File: config.mk
export PLATFORM = sky130hd
export DESIGN_NAME = cdos_sqrt
export DESIGN_NICKNAME = d
export VERILOG_FILES = /design/src/rtl/cdos_pkg.sv /design/src/rtl/cdos_sqrt.sv
export SDC_FILE = /design/constraint.sdc
export NUM_CORES = 1
export LEC_CHECK = 0
export BUFFER_PORTS_ARGS = -buffer_cell sky130_fd_sc_hd__buf_4
export CAP_MARGIN = 20
export CORE_MARGIN = 2
export CORE_UTILIZATION = 40
export DETAILED_ROUTE_END_ITERATION = 6
export SLEW_MARGIN = 10
export SYNTH_ARGS = -nofsm -noshare
export SYNTH_HDL_FRONTEND = slang
export SYNTH_SLANG_ARGS = --single-unit
File: constraint.sdc
create_clock -name clk_i -period 6.4 [get_ports clk_i]
set_input_delay 0.32 -clock clk_i [delete_from_list [all_inputs] [get_ports clk_i]]
set_output_delay 0.32 -clock clk_i [all_outputs]
set_load 0.03 [all_outputs]
File: src/rtl/cdos_pkg.sv
// Package for the centroid distance outlier split block.
// Holds sizes, payload structs and the sequencer state type.
// No dependencies.
package cdos_pkg;

  localparam int MAX_POINTS = 64;
  localparam int ADDR_W     = $clog2(MAX_POINTS);
  localparam int CNT_W      = ADDR_W + 1;
  localparam int COORD_W    = 24;
  localparam int THR_W      = 12;
  localparam logic [THR_W-1:0] THR_RESET = 12'd768;

  // sum of coordinates or distances over a full set
  localparam int SUM_W   = COORD_W + ADDR_W;
  // one square of a 25-bit difference
  localparam int PROD_W  = 2 * COORD_W;
  // sum of three squares
  localparam int ACC_W   = PROD_W + 2;
  // sum of squared deviations over a full set
  localparam int VSUM_W  = PROD_W + ADDR_W;
  localparam int DIV_W   = VSUM_W;
  localparam int SQRT_W  = VSUM_W;
  localparam int ROOT_W  = SQRT_W / 2;
  localparam int BOUND_W = THR_W + COORD_W;
  localparam logic [COORD_W-1:0] DIST_MAX = {COORD_W{1'b1}};

  typedef struct packed {
    logic signed [COORD_W-1:0] point_x;
    logic signed [COORD_W-1:0] point_y;
    logic signed [COORD_W-1:0] point_z;
    logic                      last_point;
  } in_item_t;

  typedef struct packed {
    logic signed [COORD_W-1:0] out_x;
    logic signed [COORD_W-1:0] out_y;
    logic signed [COORD_W-1:0] out_z;
    logic                      is_inlier;
    logic                      overflowed;
    logic                      last_result;
  } out_item_t;

  typedef enum logic [4:0] {
    ST_LOAD,
    ST_SUM_RD,
    ST_SUM_ACC,
    ST_CDIV_GO,
    ST_CDIV_WAIT,
    ST_DIST_RD,
    ST_DIST_MUL,
    ST_DIST_ACC,
    ST_DIST_SQ_GO,
    ST_DIST_SQ_WAIT,
    ST_MEAN_GO,
    ST_MEAN_WAIT,
    ST_VAR_RD,
    ST_VAR_MUL,
    ST_VAR_ACC,
    ST_VDIV_GO,
    ST_VDIV_WAIT,
    ST_SD_GO,
    ST_SD_WAIT,
    ST_BOUND,
    ST_EMIT_RD,
    ST_EMIT_CMP,
    ST_EMIT_OUT
  } state_e;

endpackage

File: src/rtl/cdos_sqrt.sv
// Iterative integer square root, one root bit per cycle (floor).
// Radicand SQRT_W bits, root ROOT_W bits.
// Depends on cdos_pkg.
module cdos_sqrt (
  input  logic                        clk_i,
  input  logic                        rst_ni,
  input  logic                        start_i,
  input  logic [cdos_pkg::SQRT_W-1:0] radicand_i,
  output logic                        done_o,
  output logic [cdos_pkg::ROOT_W-1:0] root_o
);

  localparam int STEP_W = $clog2(cdos_pkg::ROOT_W + 1);
  localparam int REM_W  = cdos_pkg::ROOT_W + 2;

  logic                        busy_q;
  logic [STEP_W-1:0]           step_q;
  logic [cdos_pkg::SQRT_W-1:0] rad_q;
  logic [cdos_pkg::ROOT_W-1:0] root_q;
  logic [REM_W-1:0]            rem_q;
  logic [REM_W+1:0]            shifted;
  logic [REM_W+1:0]            trial;
  logic [REM_W+1:0]            diff;
  logic                        ge;

  // bring down two radicand bits, try root*4+1
  assign shifted = {rem_q, rad_q[cdos_pkg::SQRT_W-1 -: 2]};
  assign trial   = {2'b00, root_q, 2'b01};
  assign diff    = shifted - trial;
  assign ge      = shifted >= trial;

  assign done_o = busy_q && (step_q == '0);
  assign root_o = root_q;

  // control
  always_ff @(posedge clk_i or negedge rst_ni) begin
    if (!rst_ni) begin
      busy_q <= 1'b0;
      step_q <= '0;
    end else if (start_i) begin
      busy_q <= 1'b1;
      step_q <= STEP_W'(cdos_pkg::ROOT_W);
    end else if (busy_q) begin
      if (step_q == '0) begin
        busy_q <= 1'b0;
      end else begin
        step_q <= step_q - 1'b1;
      end
    end
  end

  // datapath
  always_ff @(posedge clk_i) begin
    if (start_i) begin
      rad_q  <= radicand_i;
      root_q <= '0;
      rem_q  <= '0;
    end else if (busy_q && (step_q != '0)) begin
      rem_q  <= ge ? diff[REM_W-1:0] : shifted[REM_W-1:0];
      root_q <= {root_q[cdos_pkg::ROOT_W-2:0], ge};
      rad_q  <= {rad_q[cdos_pkg::SQRT_W-3:0], 2'b00};
    end
  end

endmodule

==> impl_metrics.tcl <==
set metrics [dict create \
    hold_violations 0 \
    reg2reg_from "root_o[14]" \
    ir_drop_mv 0.279 \
    synth_edf_count 54 \
    ant_nets 0 \
    drive_gt1_share_pct 25.0 \
    cts_root_buf "clkbuf_16" \
    clk_latency_ps 420 \
    synth_area_leaders "edfxtp_1, dfxtp_1, mux2_2" \
    post_drt_wl_per_cell_um 15.1 \
    placementRows 46 \
    synth_commonest_cells "nand2_1, a21oi_1, dfxtp_1" \
    end_kind "register" \
    grt_overflow_total 0 \
    cts_buffers 17 \
    worst_pin_slew_ps 812 \
    final_nets 832 \
    antenna_found_initial 0 \
    die_x_um 132 \
    async_reset_ff_share_pct 5.17 \
    max_freq_mhz 320 \
    grt_pass1_vias 5169 \
    fp.dieH_um 132 \
    htree_levels 4 \
    post-route-period-util_pct 48.9 \
    crit_chain "inv_1 -> ha_1 -> a21o_1 -> a21o_2 -> a21oi_1 -> nand3_1 -> o311ai_2 -> nand2_2 -> mux2i_1 -> a211oi_1" \
    place_congestion 0.921 \
    fin_crit_ps 3130 \
    synth.most_common_cell "nand2_1" \
    ff2ff_path_depth 10 \
    startpoint "root_o[14]" \
    path_class "reg2reg" \
    yosysTopAreaCell "edfxtp_1" \
    finalMaxSlewViolations 0 \
    wl_um 14700 \
    slowest_stage "nand2_2" \
    via_count 5172 \
    io_buffer_count 84 \
    cp_max_fo 21 \
    ys_seq_elements 116 \
    grt_max_degree 83 \
    cpPeakStageDelay_ps 500 \
    p_per_area_mw_per_mm2 466 \
    yosysUniqueCellTypes 68 \
    crit_required_ps 6720 \
    cts_resized 0 \
    synth_seq_area_share_pct 43.9 \
    yosysWarnings 0 \
    via_per_inst 5.32 \
    area_delta_synth_final_pct 21.1 \
    synth_top_area_share_pct 24.6 \
    slew_headroom_pct 44.5 \
    globalRouteTotalUtil_pct 17.5 \
    final_util_pct 49.9 \
    die_area_sq_mm 0.0175 \
    hold_class "in2reg" \
    drc 0 \
    finalSetupViolCount 0 \
    coreArea_sq_mm 0.0160 \
    status "finished clean" \
    setup_tns_ps 0 \
    start_util_pct 41.2 \
    start_kind "register" \
    p_leak_nw 3.27 \
    io_pins 85 \
    grt_pass1_wl_um 24900 \
    worstPathArrival_ps 3450 \
    endpoint "rem_q[3]" \
    cts_tree "done" \
    avgSynthCellArea_sq_um 9.81 \
    netlist_area_sq_mm 0.00659 \
    clk_pin_slew_worst_paths_ps 60 \
    drt_iter0_markers 292 \
    syn_nets 759 \
    drtPass1Iterations 5 \
    syn_inst 671 \
    diodes 0 \
    clock_sinks 116 \
    synthFlopType "dfxtp_1" \
    r2r_slack_ps 3270 \
    skew_ps 13.3 \
    rsz0062_at_grt "no" \
    r2r-end "rem_q[3]" \
    drv_cap 0 \
    hpwl_um 9930 \
    cts.path.max_buffers 2 \
]
[through the flow]
stage               std cells  total power, mW  area [sq um]  worst slack, ps  hold slack, ps
finish                    973             3.72          7980             3270             193
global route              973             3.97          7980             2920             182
CTS                       973             3.72          7980             3260             181
detailed placement        940             2.64          7320             3270             130
global placement          940             2.62          7320             3460             129
floorplan                 671             2.34          6590             3210            24.4
[critical path: cells and delay by family, from the launching register on]
family          cells  cell delay, ps
compound gates      5            1340
fa+ha+maj           1             390
simple gates        2             650
flops               1             370
buf+inv             1              60
mux                 1             240
[worst min-delay path by stage]
stage	slack (ps)	start	to	cells after the start
5_1_grt	180	radicand_i[1]	rad_q[1]	2
4_1_cts	180	radicand_i[1]	rad_q[1]	2
2_1_floorplan	20	rst_ni	busy_q	0
3_5_place_dp	130	rst_ni	step_q[3]	1
3_3_place_gp	130	rst_ni	step_q[3]	1
6_report	190	radicand_i[1]	rad_q[1]	2
[logic make-up (layout without fill, tap and decap cells)]
group	Yosys count	in the layout	share of synthesized area, %
AOI/OAI and AO/OA	174	174	17.3
and+or+nand+nor	188	188	13.4
buffers and inverters	72	158	5.30
adders and majority gates	31	31	5.89
muxes	65	65	10.9
DFF	116	116	43.9
xor gates and xnor gates	25	25	3.33
[per-layer routing]
metal / up-vias / GRT usage (%) / part of all wire (%)
met5: - / 0 / 0
met4: 0 / 6.45 / 2.0
met3: 31 / 6.73 / 6.8
met2: 134 / 27.8 / 47
met1: 2448 / 21.6 / 44
li1: 2559 / - / -
[state kept, by name, indices dropped and copies added, names as in the netlist]
name and flops:
rem_q 29, rad_q 54, step_q 5, busy_q 1
root_o 27
[power by group]
| group | leakage (nW) | internal (mW) | switching [mW] |
|---|---|---|---|
| combinational | 1.87 | 0.750 | 0.935 |
| clock | 0.308 | 0.693 | 0.365 |
| sequential | 1.10 | 0.898 | 0.0732 |
| total | 3.27 | 2.34 | 1.37 |
[cells in the final DEF (no fill, tap or decap), types with 5 or more instances in the layout]
master and instances:
ha_1 31, clkbuf_16 17, o21a_1 7, and3_1 5, nand4_1 5, a21oi_1 69
nand3_1 8, edfxtp_1 54, inv_1 36, a21o_1 10, a31oi_1 7, o211ai_1 7
nor2_1 35, a311oi_1 5, buf_4 88, xor2_1 10, dfrtp_1 6, dfxtp_1 56
nand2b_1 6, xnor2_1 15, a211oi_1 12, mux2i_1 13, o21ai_0 27, mux2_2 52
nor3_1 7, nand2_1 96, bufinv_16 5
[layout make-up]
| class | count | area (sq um) |
|---|---|---|
| timing repair buffer | 89 | 671 |
| fill | 1539 | 8020 |
| clock inverter | 15 | 225 |
| sequential | 116 | 2890 |
| multi-input combinational | 483 | 3350 |
| tap | 216 | 270 |
| inverter | 37 | 139 |
| clock buffer | 17 | 425 |
[repair_timing]
action,4_1_cts,5_1_grt
hold endpoints to repair,6,0
setup endpoints to repair,0,0
hold buffers,1,0
setup buffers,0,0
(Power assumes the default switching activity.)
