===== src/rtl/cdos_pkg.sv =====
// Package for the centroid distance outlier split block.
// Holds sizes, payload structs and the sequencer state type.
// No dependencies.
package cdos_pkg;

  localparam int MAX_POINTS = 64;
  localparam int ADDR_W     = $clog2(MAX_POINTS);
  localparam int CNT_W      = ADDR_W + 1;
  localparam int COORD_W    = 24;
  localparam int THR_W      = 12;
  localparam logic [THR_W-1:0] THR_RESET = 12'd768;

  // sum of coordinates or distances over a full set
  localparam int SUM_W   = COORD_W + ADDR_W;
  // one square of a 25-bit difference
  localparam int PROD_W  = 2 * COORD_W;
  // sum of three squares
  localparam int ACC_W   = PROD_W + 2;
  // sum of squared deviations over a full set
  localparam int VSUM_W  = PROD_W + ADDR_W;
  localparam int DIV_W   = VSUM_W;
  localparam int SQRT_W  = VSUM_W;
  localparam int ROOT_W  = SQRT_W / 2;
  localparam int BOUND_W = THR_W + COORD_W;
  localparam logic [COORD_W-1:0] DIST_MAX = {COORD_W{1'b1}};

  typedef struct packed {
    logic signed [COORD_W-1:0] point_x;
    logic signed [COORD_W-1:0] point_y;
    logic signed [COORD_W-1:0] point_z;
    logic                      last_point;
  } in_item_t;

  typedef struct packed {
    logic signed [COORD_W-1:0] out_x;
    logic signed [COORD_W-1:0] out_y;
    logic signed [COORD_W-1:0] out_z;
    logic                      is_inlier;
    logic                      overflowed;
    logic                      last_result;
  } out_item_t;

  typedef enum logic [4:0] {
    ST_LOAD,
    ST_SUM_RD,
    ST_SUM_ACC,
    ST_CDIV_GO,
    ST_CDIV_WAIT,
    ST_DIST_RD,
    ST_DIST_MUL,
    ST_DIST_ACC,
    ST_DIST_SQ_GO,
    ST_DIST_SQ_WAIT,
    ST_MEAN_GO,
    ST_MEAN_WAIT,
    ST_VAR_RD,
    ST_VAR_MUL,
    ST_VAR_ACC,
    ST_VDIV_GO,
    ST_VDIV_WAIT,
    ST_SD_GO,
    ST_SD_WAIT,
    ST_BOUND,
    ST_EMIT_RD,
    ST_EMIT_CMP,
    ST_EMIT_OUT
  } state_e;

endpackage


===== src/rtl/cdos_div.sv =====
// Iterative unsigned divider, one quotient bit per cycle (restoring).
// Divides a DIV_W-bit dividend by the CNT_W-bit point count.
// Depends on cdos_pkg.
module cdos_div (
  input  logic                       clk_i,
  input  logic                       rst_ni,
  input  logic                       start_i,
  input  logic [cdos_pkg::DIV_W-1:0] dividend_i,
  input  logic [cdos_pkg::CNT_W-1:0] divisor_i,
  output logic                       done_o,
  output logic [cdos_pkg::DIV_W-1:0] quotient_o
);

  localparam int STEP_W = $clog2(cdos_pkg::DIV_W + 1);

  logic                       busy_q;
  logic [STEP_W-1:0]          step_q;
  logic [cdos_pkg::DIV_W-1:0] quo_q;
  logic [cdos_pkg::CNT_W-1:0] rem_q;
  logic [cdos_pkg::CNT_W:0]   trial;
  logic [cdos_pkg::CNT_W:0]   diff;
  logic                       ge;

  // shift in the next dividend bit and try a subtract
  assign trial = {rem_q, quo_q[cdos_pkg::DIV_W-1]};
  assign diff  = trial - {1'b0, divisor_i};
  assign ge    = trial >= {1'b0, divisor_i};

  assign done_o     = busy_q && (step_q == '0);
  assign quotient_o = quo_q;

  // control
  always_ff @(posedge clk_i or negedge rst_ni) begin
    if (!rst_ni) begin
      busy_q <= 1'b0;
      step_q <= '0;
    end else if (start_i) begin
      busy_q <= 1'b1;
      step_q <= STEP_W'(cdos_pkg::DIV_W);
    end else if (busy_q) begin
      if (step_q == '0) begin
        busy_q <= 1'b0;
      end else begin
        step_q <= step_q - 1'b1;
      end
    end
  end

  // datapath; quotient holds after done until the next start
  always_ff @(posedge clk_i) begin
    if (start_i) begin
      quo_q <= dividend_i;
      rem_q <= '0;
    end else if (busy_q && (step_q != '0)) begin
      rem_q <= ge ? diff[cdos_pkg::CNT_W-1:0] : trial[cdos_pkg::CNT_W-1:0];
      quo_q <= {quo_q[cdos_pkg::DIV_W-2:0], ge};
    end
  end

endmodule


===== config.mk =====
export PLATFORM = sky130hd
export DESIGN_NAME = cdos_div
export DESIGN_NICKNAME = d
export VERILOG_FILES = /design/src/rtl/cdos_pkg.sv /design/src/rtl/cdos_div.sv
export SDC_FILE = /design/constraint.sdc
export NUM_CORES = 1
export LEC_CHECK = 0
export BUFFER_PORTS_ARGS = -buffer_cell sky130_fd_sc_hd__buf_2
export CAP_MARGIN = 10
export CORE_ASPECT_RATIO = 0.9
export CORE_MARGIN = 2
export CORE_UTILIZATION = 45
export CTS_CLUSTER_DIAMETER = 30
export DETAILED_ROUTE_END_ITERATION = 10
export PLACE_DENSITY = 0.87
export SLEW_MARGIN = 20
export SYNTH_ARGS = -nofsm -noshare
export SYNTH_HDL_FRONTEND = slang
export SYNTH_SLANG_ARGS = --single-unit

===== constraint.sdc =====
create_clock -name clk_i -period 2.7 [get_ports clk_i]
set_input_delay 0.54 -clock clk_i [delete_from_list [all_inputs] [get_ports clk_i]]
set_output_delay 0.54 -clock clk_i [all_outputs]
set_load 0.1 [all_outputs]

==> results.toml, run 1 <==
[status]
status = "completed"

[synthesis]
synth_flop_cell = "edfxtp_1"
synth_seq_cells = 68
synth_async_sr_flop_share_pct = 10.3
avgSynthCellArea_um2 = 13.7
synthCells = 241
synth_edf_count = 54
synth_common_cells = "55 x mux2_2, 54 x edfxtp_1, 19 x nor2_1"
synth_top_area_share_pct = 49.1
yosys_warnings = 0
yosysMostFrequentCell = "mux2_2"
synth_area_leaders = "edfxtp_1 49%, mux2_2 19%, dfrtp_1 5.3%, dfxtp_1 4.2%, ha_1 3.4%"
syn_area_mm2 = 0.00330
yosysSeqAreaShare_pct = 58.7
yosysTopAreaCell = "edfxtp_1"
synth.distinct_cells = 42
synth_fp_nets = 315

[critical_path]
crit_cells = 3
critPathLaunchType = "flip-flop"
crit_fanout = 4
crit_start = "step_q[3]$_DFFE_PN0P_"
r2r-start = "quotient_o[53]$_DFFE_PP_"
slowest_stage = "dfrtp_1"
critPathArrivalTime_ns = 1.87
cp_cell_sequence = "nor4_1 > and3_1 > buf_2"
worst-path-buf-inv = 1
path_class = "reg2out"
crit_path_end_kind = "output port"
crit_family = "simple AND/OR/NAND/NOR gates"
r2r_cells = 8
cp_slowest_stage_delay_ns = 0.43
worstPathRequired_ns = 2.16

[power_and_ir_drop]
finalPower_w = 0.00342
power.internal_w = 0.00196
p_switching_w = 0.00146
ir_worst_vdd_v = 0.000527
power_frac_clock_pct = 20.6
comb_power_share_pct = 39.6
p_seq_share_pct = 39.8
p_sw_share_pct = 42.6
leakage_nw = 1.81
p_per_area_mw_per_mm2 = 814

[finish]
final_core_util_pct = 59.4
num_antenna_cells = 0
stdcell_count = 460
finalNetCount = 436
drive_gt1_share_pct = 54.5
nFillCells = 603
syn_to_final_growth_pct = 27.3

[timing]
report.final.setup_viol = 0
clock_skew_ns = 0.00821
max_freq_ghz = 0.415
setup_tns_ns = 0
fin_crit_sh_pct = 89.2
tightest_slew_ns = 0.498
max_slew_margin_pct = 66.8
hold_viol_final = 0
report.final.slew_viol_count = 0
rsz0062_at_grt = "false"
period_minus_slack_ns = 2.41
hold-worst-slack_ns = 0.0250

[die]
die_h_um = 85.3
initial_core_util_pct = 46.6
dieArea_mm2 = 0.00804
rows = 29
coreArea_mm2 = 0.00708
die_w_um = 94.3
ios = 119

[clocking]
cts.sinks = 68
htree_levels = 3
cts_made_buffers = 9
clk-insertion-delay-late_ns = 0.34
max-clock-path-buffers = 2
postCtsSetupBuffers = 0
cts_tree = "done"
clkTransAtPathRegs_ns = 0.07
cts_resized = 0
cts_root_buf = "clkbuf_8"
hold_buffers = 0

[place]
gp_congestion = 0.830
dp.cells = 444
portBuffers = 118
place_hpwl_mm = 4.88

[drt]
wl_per_cell_um = 14.5
first_iter_violations = 71
drt-vias-per-instance = 5.21
antenna_left = 0
drcViolationCount = 0
dr.pass1.iters = 4
vias = 2398
routed_wirelength_mm = 6.66

[global_route]
grt_antenna_before_repair = 0
track_usage_pct = 17.3
grt_max_degree = 70
grt_pass1_vias = 2383
grt_pass1_wl_mm = 10.7
grt_overflow = 0

[min_path]
hp-class = "in2async"

[flow_run]
cap_violations = 0
==> logic make-up (layout without fill, tap and decap cells) <==
kind of cell             count (synthesis)  in the layout  share of synthesized area (%)
multiplexers                            56             56                           19.1
adder cells (fa/ha/maj)                 10             10                           4.02
AO/OA/AOI/OAI                           28             28                           5.84
flip-flops                              68             68                           58.7
AND/OR/NAND/NOR                         51             51                           8.30
buffers and inverters                   24            150                           2.99
XOR/XNOR                                 4              4                           1.06
==> layout by cell type (no fill, tap or decap), types with 4 or more instances in the layout <==
cell        n
clkbuf_8    9
buf_2     118
o21ai_0     5
inv_1      13
ha_1        8
dfxtp_1     7
nand3_1     4
nand2b_1    4
edfxtp_1   54
a21oi_1     7
nor2_1     19
dfrtp_1     7
mux2_2     55
==> cell type report <==
| cell class | count | area (um2) | share of cell area, % |
|---|---|---|---|
| clock buffer | 9 | 124 | 2.95 |
| clock inverter | 7 | 43.8 | 1.04 |
| inverter | 13 | 48.8 | 1.16 |
| multi-input combinational | 149 | 1290 | 30.8 |
| sequential | 68 | 1940 | 46.1 |
| tap | 93 | 116 | 2.77 |
| timing repair buffer | 121 | 638 | 15.2 |
==> flip-flops by register name, indices dropped and copies added (netlist names) <==
name / flops
quotient_o: 54
rem_q: 7
busy_q: 1
step_q: 6
==> final timing paths <==
check	to	slack, ns
setup / recovery	done_o	0.29
hold / removal	step_q[3]$_DFFE_PN0P_	0.02
setup reg to reg	rem_q[3]$_SDFFE_PP0P_	0.47
hold reg to reg	rem_q[3]$_SDFFE_PP0P_	0.51
max in group asynchronous	step_q[2]$_DFFE_PN0P_	2.52
min in group clk_i	quotient_o[21]$_DFFE_PP_	0.50
==> stage by stage <==
stage                     setup WS [ns]  cell area [um2]
after floorplan                  -0.134             3330
after global placement            0.307             4030
final                             0.290             4200
after CTS                         0.271             4200
after detailed placement          0.252             4030
after global routing              0.202             4200
==> power groups by stage <==
stage          Sequential [W]  Clock (W)  Combinational (W)
6_report              0.00136   0.000706            0.00135
5_1_grt               0.00138   0.000779            0.00143
4_1_cts               0.00136   0.000733            0.00136
3_5_place_dp          0.00138          0            0.00135
3_3_place_gp          0.00138          0            0.00132
2_1_floorplan         0.00204          0           0.000471
==> per-layer routing <==
metal	track usage (%)	part of all wire (%)
met1	21.9	43
met2	27.7	49
met3	6.93	7.8
met4	4.74	1.1
met5	0	0
==> worst register-to-register path: cells and delay by family, from the launching register on <==
kind,cells,cell delay (ns)
buf+inv,1,0.07
flops,1,0.34
simple gates,3,0.67
fa+ha+maj,2,0.54
compound gates,2,0.54
No activity file was read; power rests on OpenSTA's default activity.
==> run 2: changes to the inputs <==
CORE_UTILIZATION = 46   (was 45)
CTS_BUF_LIST = sky130_fd_sc_hd__clkbuf_8   (was unset)
PLACE_DENSITY = 0.89   (was 0.87)
==> run 2 against run 1 <==
Net effect: wire length rose by 1.0%; first-iteration DRC count grew 31%; clock skew rose by 0.0029 ns; global-route usage rose by 0.42 points; register-to-register slack about the same; sequential cell count did not move; sequential share of layout area down 1.3 points.
==> results.toml, run 2 (synthesis gave the netlist of run 1 again) <==
[place]
dp.cells = 446
portBuffers = 118
place_hpwl_mm = 4.86
placed_area_mm2 = 0.00402
gp_congestion = 0.859

[finish]
largest_register_ffs = 54
final_core_util_pct = 61.7
num_antenna_cells = 0
layout_commonest_cell = "buf_2"
layout_common_cells = "118 x buf_2, 55 x mux2_2, 54 x edfxtp_1"
finalNetCount = 438
stdcell_count = 462
fin_area_mm2 = 0.00432
drive_gt1_share_pct = 55.3
syn_to_final_growth_pct = 30.9

[critical_path]
path_class = "reg2out"
cp_slowest_stage_delay_ns = 0.44
worst-path-buf-inv = 1
cp_cell_sequence = "nor4_1 > and3_1 > buf_2"
crit_path_end_kind = "output port"
crit_fanout = 4
slowest_stage = "nor4_1"
critPathArrivalTime_ns = 1.85
critPathLaunchType = "flip-flop"
crit_family = "simple AND/OR/NAND/NOR gates"
worstPathRequired_ns = 2.16

[clocking]
clkTransAtPathRegs_ns = 0.08
max-clock-path-buffers = 2
cts_root_buf = "clkbuf_8"
clk-insertion-delay-late_ns = 0.34
cts_tree = "done"
cts_made_buffers = 9
cts_resized = 0
htree_levels = 3
cts.sinks = 68
hold_buffers = 0
postCtsSetupBuffers = 0

[global_route]
grt_pass1_wl_mm = 10.8
grt_pass1_vias = 2346
grt_antenna_before_repair = 0
track_usage_pct = 17.7
grt_max_degree = 37
grt_overflow = 0

[drt]
routed_wirelength_mm = 6.73
drt-vias-per-instance = 5.06
drcViolationCount = 0
antenna_left = 0
wl_per_cell_um = 14.6
first_iter_violations = 93
vias = 2338
dr.pass1.iters = 4

[die]
coreArea_mm2 = 0.00700
die_h_um = 84.4
dieArea_mm2 = 0.00787
rows = 29
initial_core_util_pct = 47.1
die_w_um = 93.3
ios = 119

[timing]
report.final.slew_viol_count = 0
tightest_slew_ns = 0.503
report.final.setup_viol = 0
max_freq_ghz = 0.419
clock_skew_ns = 0.0111
hold_viol_final = 0
rsz0062_at_grt = "false"
fin_crit_sh_pct = 88.4
period_minus_slack_ns = 2.39
max_slew_margin_pct = 66.7
hold-worst-slack_ns = 0.0250

[power_and_ir_drop]
leakage_nw = 1.88
p_per_area_mw_per_mm2 = 911
ir_worst_vdd_v = 0.000602

[status]
status = "completed"

[flow_run]
cap_violations = 0

[min_path]
hp-class = "in2async"
[run 2: layout make-up]
cell class	count	area, um2
Fill cell	558	2680
Sequential cell	68	1940
Inverter	13	48.8
Clock inverter	6	159
Timing Repair Buffer	123	628
Tap cell	93	116
Clock buffer	10	138
Multi-Input combinational cell	149	1290
[run 2: final timing paths]
kind / endpoint / cells past startpoint / startpoint / slack, ns
worst max-delay path: done_o / 3 / step_q[3]$_DFFE_PN0P_ / 0.31
worst min-delay path: step_q[4]$_DFFE_PN0P_ / 1 / rst_ni / 0.02
worst max register to register: rem_q[3]$_SDFFE_PP0P_ / 8 / quotient_o[53]$_DFFE_PP_ / 0.46
worst min register to register: step_q[1]$_DFFE_PN0P_ / 1 / step_q[1]$_DFFE_PN0P_ / 0.51
max in group asynchronous: busy_q$_DFF_PN0_ / 1 / rst_ni / 2.51
min in group clk_i: quotient_o[20]$_DFFE_PP_ / 2 / dividend_i[20] / 0.50
[run 2: routing by layer]
layer / up-vias / global-route usage [%] / routed length [um]
li1: 1142 / - / -
met1: 1098 / 21.4 / 2810
met2: 87 / 28.3 / 3260
met3: 11 / 8.62 / 571
met4: 0 / 4.81 / 91
met5: - / 0 / 0
[run 2: worst register-to-register path: cells and delay by family (launching register included)]
family | cells | cell delay [ns]
AND/OR/NAND/NOR | 3 | 0.66
AO/OA/AOI/OAI | 2 | 0.55
adder cells (fa/ha/maj) | 2 | 0.54
flip-flops | 1 | 0.35
buffers and inverters | 1 | 0.06
[run 2: where the power goes]
| group | leakage, nW | switching, W | internal [W] |
|---|---|---|---|
| Clock | 0.147 | 0.000393 | 0.000828 |
| Sequential | 0.705 | 0.0000819 | 0.00128 |
| Combinational | 1.03 | 0.000997 | 0.000355 |
| Total | 1.88 | 0.00147 | 0.00246 |
[run 2: per-stage QoR]
step | setup TNS (ns) | total power, W | worst slack [ns]
after floorplan | -0.385 | 0.00251 | -0.134
after global placement | 0 | 0.00270 | 0.308
after detailed placement | 0 | 0.00273 | 0.249
after CTS | 0 | 0.00397 | 0.267
after global routing | 0 | 0.00410 | 0.134
final | 0 | 0.00394 | 0.312
==> run 3: changes to the inputs <==
CELL_PAD_IN_SITES_DETAIL_PLACEMENT = 0   (was unset)
CELL_PAD_IN_SITES_GLOBAL_PLACEMENT = 1   (was unset)
CORE_UTILIZATION = 36   (was 46)
PLACE_DENSITY = unset   (was 0.89)
PLACE_DENSITY_LB_ADDON = 0.1   (was unset)
==> run 3 against run 2 <==
Net effect: register-to-register slack hardly changed; global-route usage fell by 3.1 points; core utilization fell by 15 points; non-clock buffer count shrank 2; sequential share of layout area increased by 0.81 points; highest routed layer unchanged; first-iteration DRC count is 16% higher; largest cell class unchanged; wire length rose by 5.9%; via count fell by 1.6%.
==> results.toml, run 3 (synthesis gave the netlist of run 1 again) <==
[global_route]
grt_pass1_vias = 2186
track_usage_pct = 14.6
grt_max_degree = 70
grt_overflow = 0
grt_pass1_wl_mm = 11.2
grt_antenna_before_repair = 0

[die]
coreArea_mm2 = 0.00900
die_w_um = 105
ios = 119
initial_core_util_pct = 36.7
die_h_um = 94.8
dieArea_mm2 = 0.00995
rows = 33

[clocking]
cts_root_buf = "clkbuf_8"
clkTransAtPathRegs_ns = 0.07
max-clock-path-buffers = 2
clk-insertion-delay-late_ns = 0.33
cts.sinks = 68
htree_levels = 3
hold_buffers = 0
cts_made_buffers = 9
cts_tree = "done"
postCtsSetupBuffers = 0
cts_resized = 0

[critical_path]
path_class = "reg2out"
worstPathRequired_ns = 2.16
critPathArrivalTime_ns = 2.00
critPathLaunchType = "flip-flop"
crit_fanout = 4
crit_path_end_kind = "output port"

[place]
pre_cts_slack_ns = 0.240
place_hpwl_mm = 5.13
dp.cells = 473
portBuffers = 118
gp_congestion = 0.805

[finish]
syn_to_final_growth_pct = 28.6
layout_common_cells = "118 x buf_2, 55 x mux2_2, 54 x edfxtp_1"
stdcell_count = 489
num_antenna_cells = 0
drive_gt1_share_pct = 54.5
nFillCells = 898
finalNetCount = 436
multi_input_area_mm2 = 0.00130
layout_commonest_cell = "buf_2"
layout.area.seq_mm2 = 0.00194
largest_register_ffs = 54

[drt]
drt-vias-per-instance = 4.70
routed_wirelength_mm = 7.13
wl_per_cell_um = 14.6
vias = 2300
dr.pass1.iters = 4
drcViolationCount = 0
first_iter_violations = 108
antenna_left = 0

[timing]
fin_crit_sh_pct = 94.0
period_minus_slack_ns = 2.54
report.final.slew_viol_count = 0
report.final.setup_viol = 0
hold_viol_final = 0
fin_ws_ns = 0.162
max_slew_margin_pct = 52.8
clock_skew_ns = 0.00815
tightest_slew_ns = 0.707
rsz0062_at_grt = "false"
hold-worst-slack_ns = 0.0306
max_freq_ghz = 0.394

[flow_run]
cap_violations = 0

[status]
status = "completed"

[min_path]
hp-class = "in2async"

[power_and_ir_drop]
ir_worst_vdd_v = 0.000418
leakage_nw = 1.83
p_per_area_mw_per_mm2 = 824
==> run 3: cell count changes in the layout (fill, tap and decap cells not counted), moves of 2 or more <==
cell       change
buf_4          -3
bufinv_16      -4
clkinv_2       +2
clkinv_1       +2
==> run 3: path summary, 6_finish.rpt <==
path                                           from                        to  slack [ns]  cells after the start
setup / recovery              step_q[3]$_DFFE_PN0P_                    done_o        0.16                      3
hold / removal                               rst_ni          busy_q$_DFF_PN0_        0.03                      1
setup reg to reg           quotient_o[53]$_DFFE_PP_     rem_q[3]$_SDFFE_PP0P_        0.46                      8
hold reg to reg               rem_q[3]$_SDFFE_PP0P_     rem_q[4]$_SDFFE_PP0P_        0.51                      2
max in group asynchronous                    rst_ni     step_q[3]$_DFFE_PN0P_        2.51                      1
min in group clk_i                   dividend_i[13]  quotient_o[13]$_DFFE_PP_        0.50                      2
==> run 3: worst max-delay path, stage by stage (launching register included) <==
cell and delay [ns]:
dfrtp_1 0.42, nor4_1 0.58, and3_1 0.24, buf_2 0.43
==> run 3: where the power goes <==
group	switching, W	total, W	internal [W]
registers	0.0000784	0.00136	0.00128
clock network	0.000369	0.000783	0.000414
logic	0.00100	0.00136	0.000356
==> run 3: layout make-up <==
type | count | area share [%]
clock buffer | 9 | 2.92
clock inverter | 7 | 1.39
inverter | 13 | 1.15
multi-input combinational | 149 | 30.6
sequential | 68 | 45.6
tap | 122 | 3.60
timing repair buffer | 121 | 14.7
==> run 3: per-stage QoR <==
step / instance area (um2) / util (%) / total power, W / setup TNS, ns
5_1_grt: 4240 / 47.2 / 0.00367 / 0
6_report: 4240 / 47.2 / 0.00350 / 0
2_1_floorplan: 3330 / - / 0.00251 / -0.385
3_3_place_gp: 4060 / 45.1 / 0.00274 / 0
3_5_place_dp: 4060 / 45.1 / 0.00274 / 0
4_1_cts: 4240 / 47.1 / 0.00353 / 0
==> run 3: layer usage <==
layer / vias to the layer above / GRT usage [%] / wire length (um) / share of wire, %
met5: - / 0 / 0 / 0
met4: 0 / 3.33 / 53 / 0.74
met3: 6 / 7.45 / 691 / 9.7
met2: 89 / 20.5 / 3110 / 44
met1: 1063 / 20.0 / 3270 / 46
li1: 1142 / - / - / -
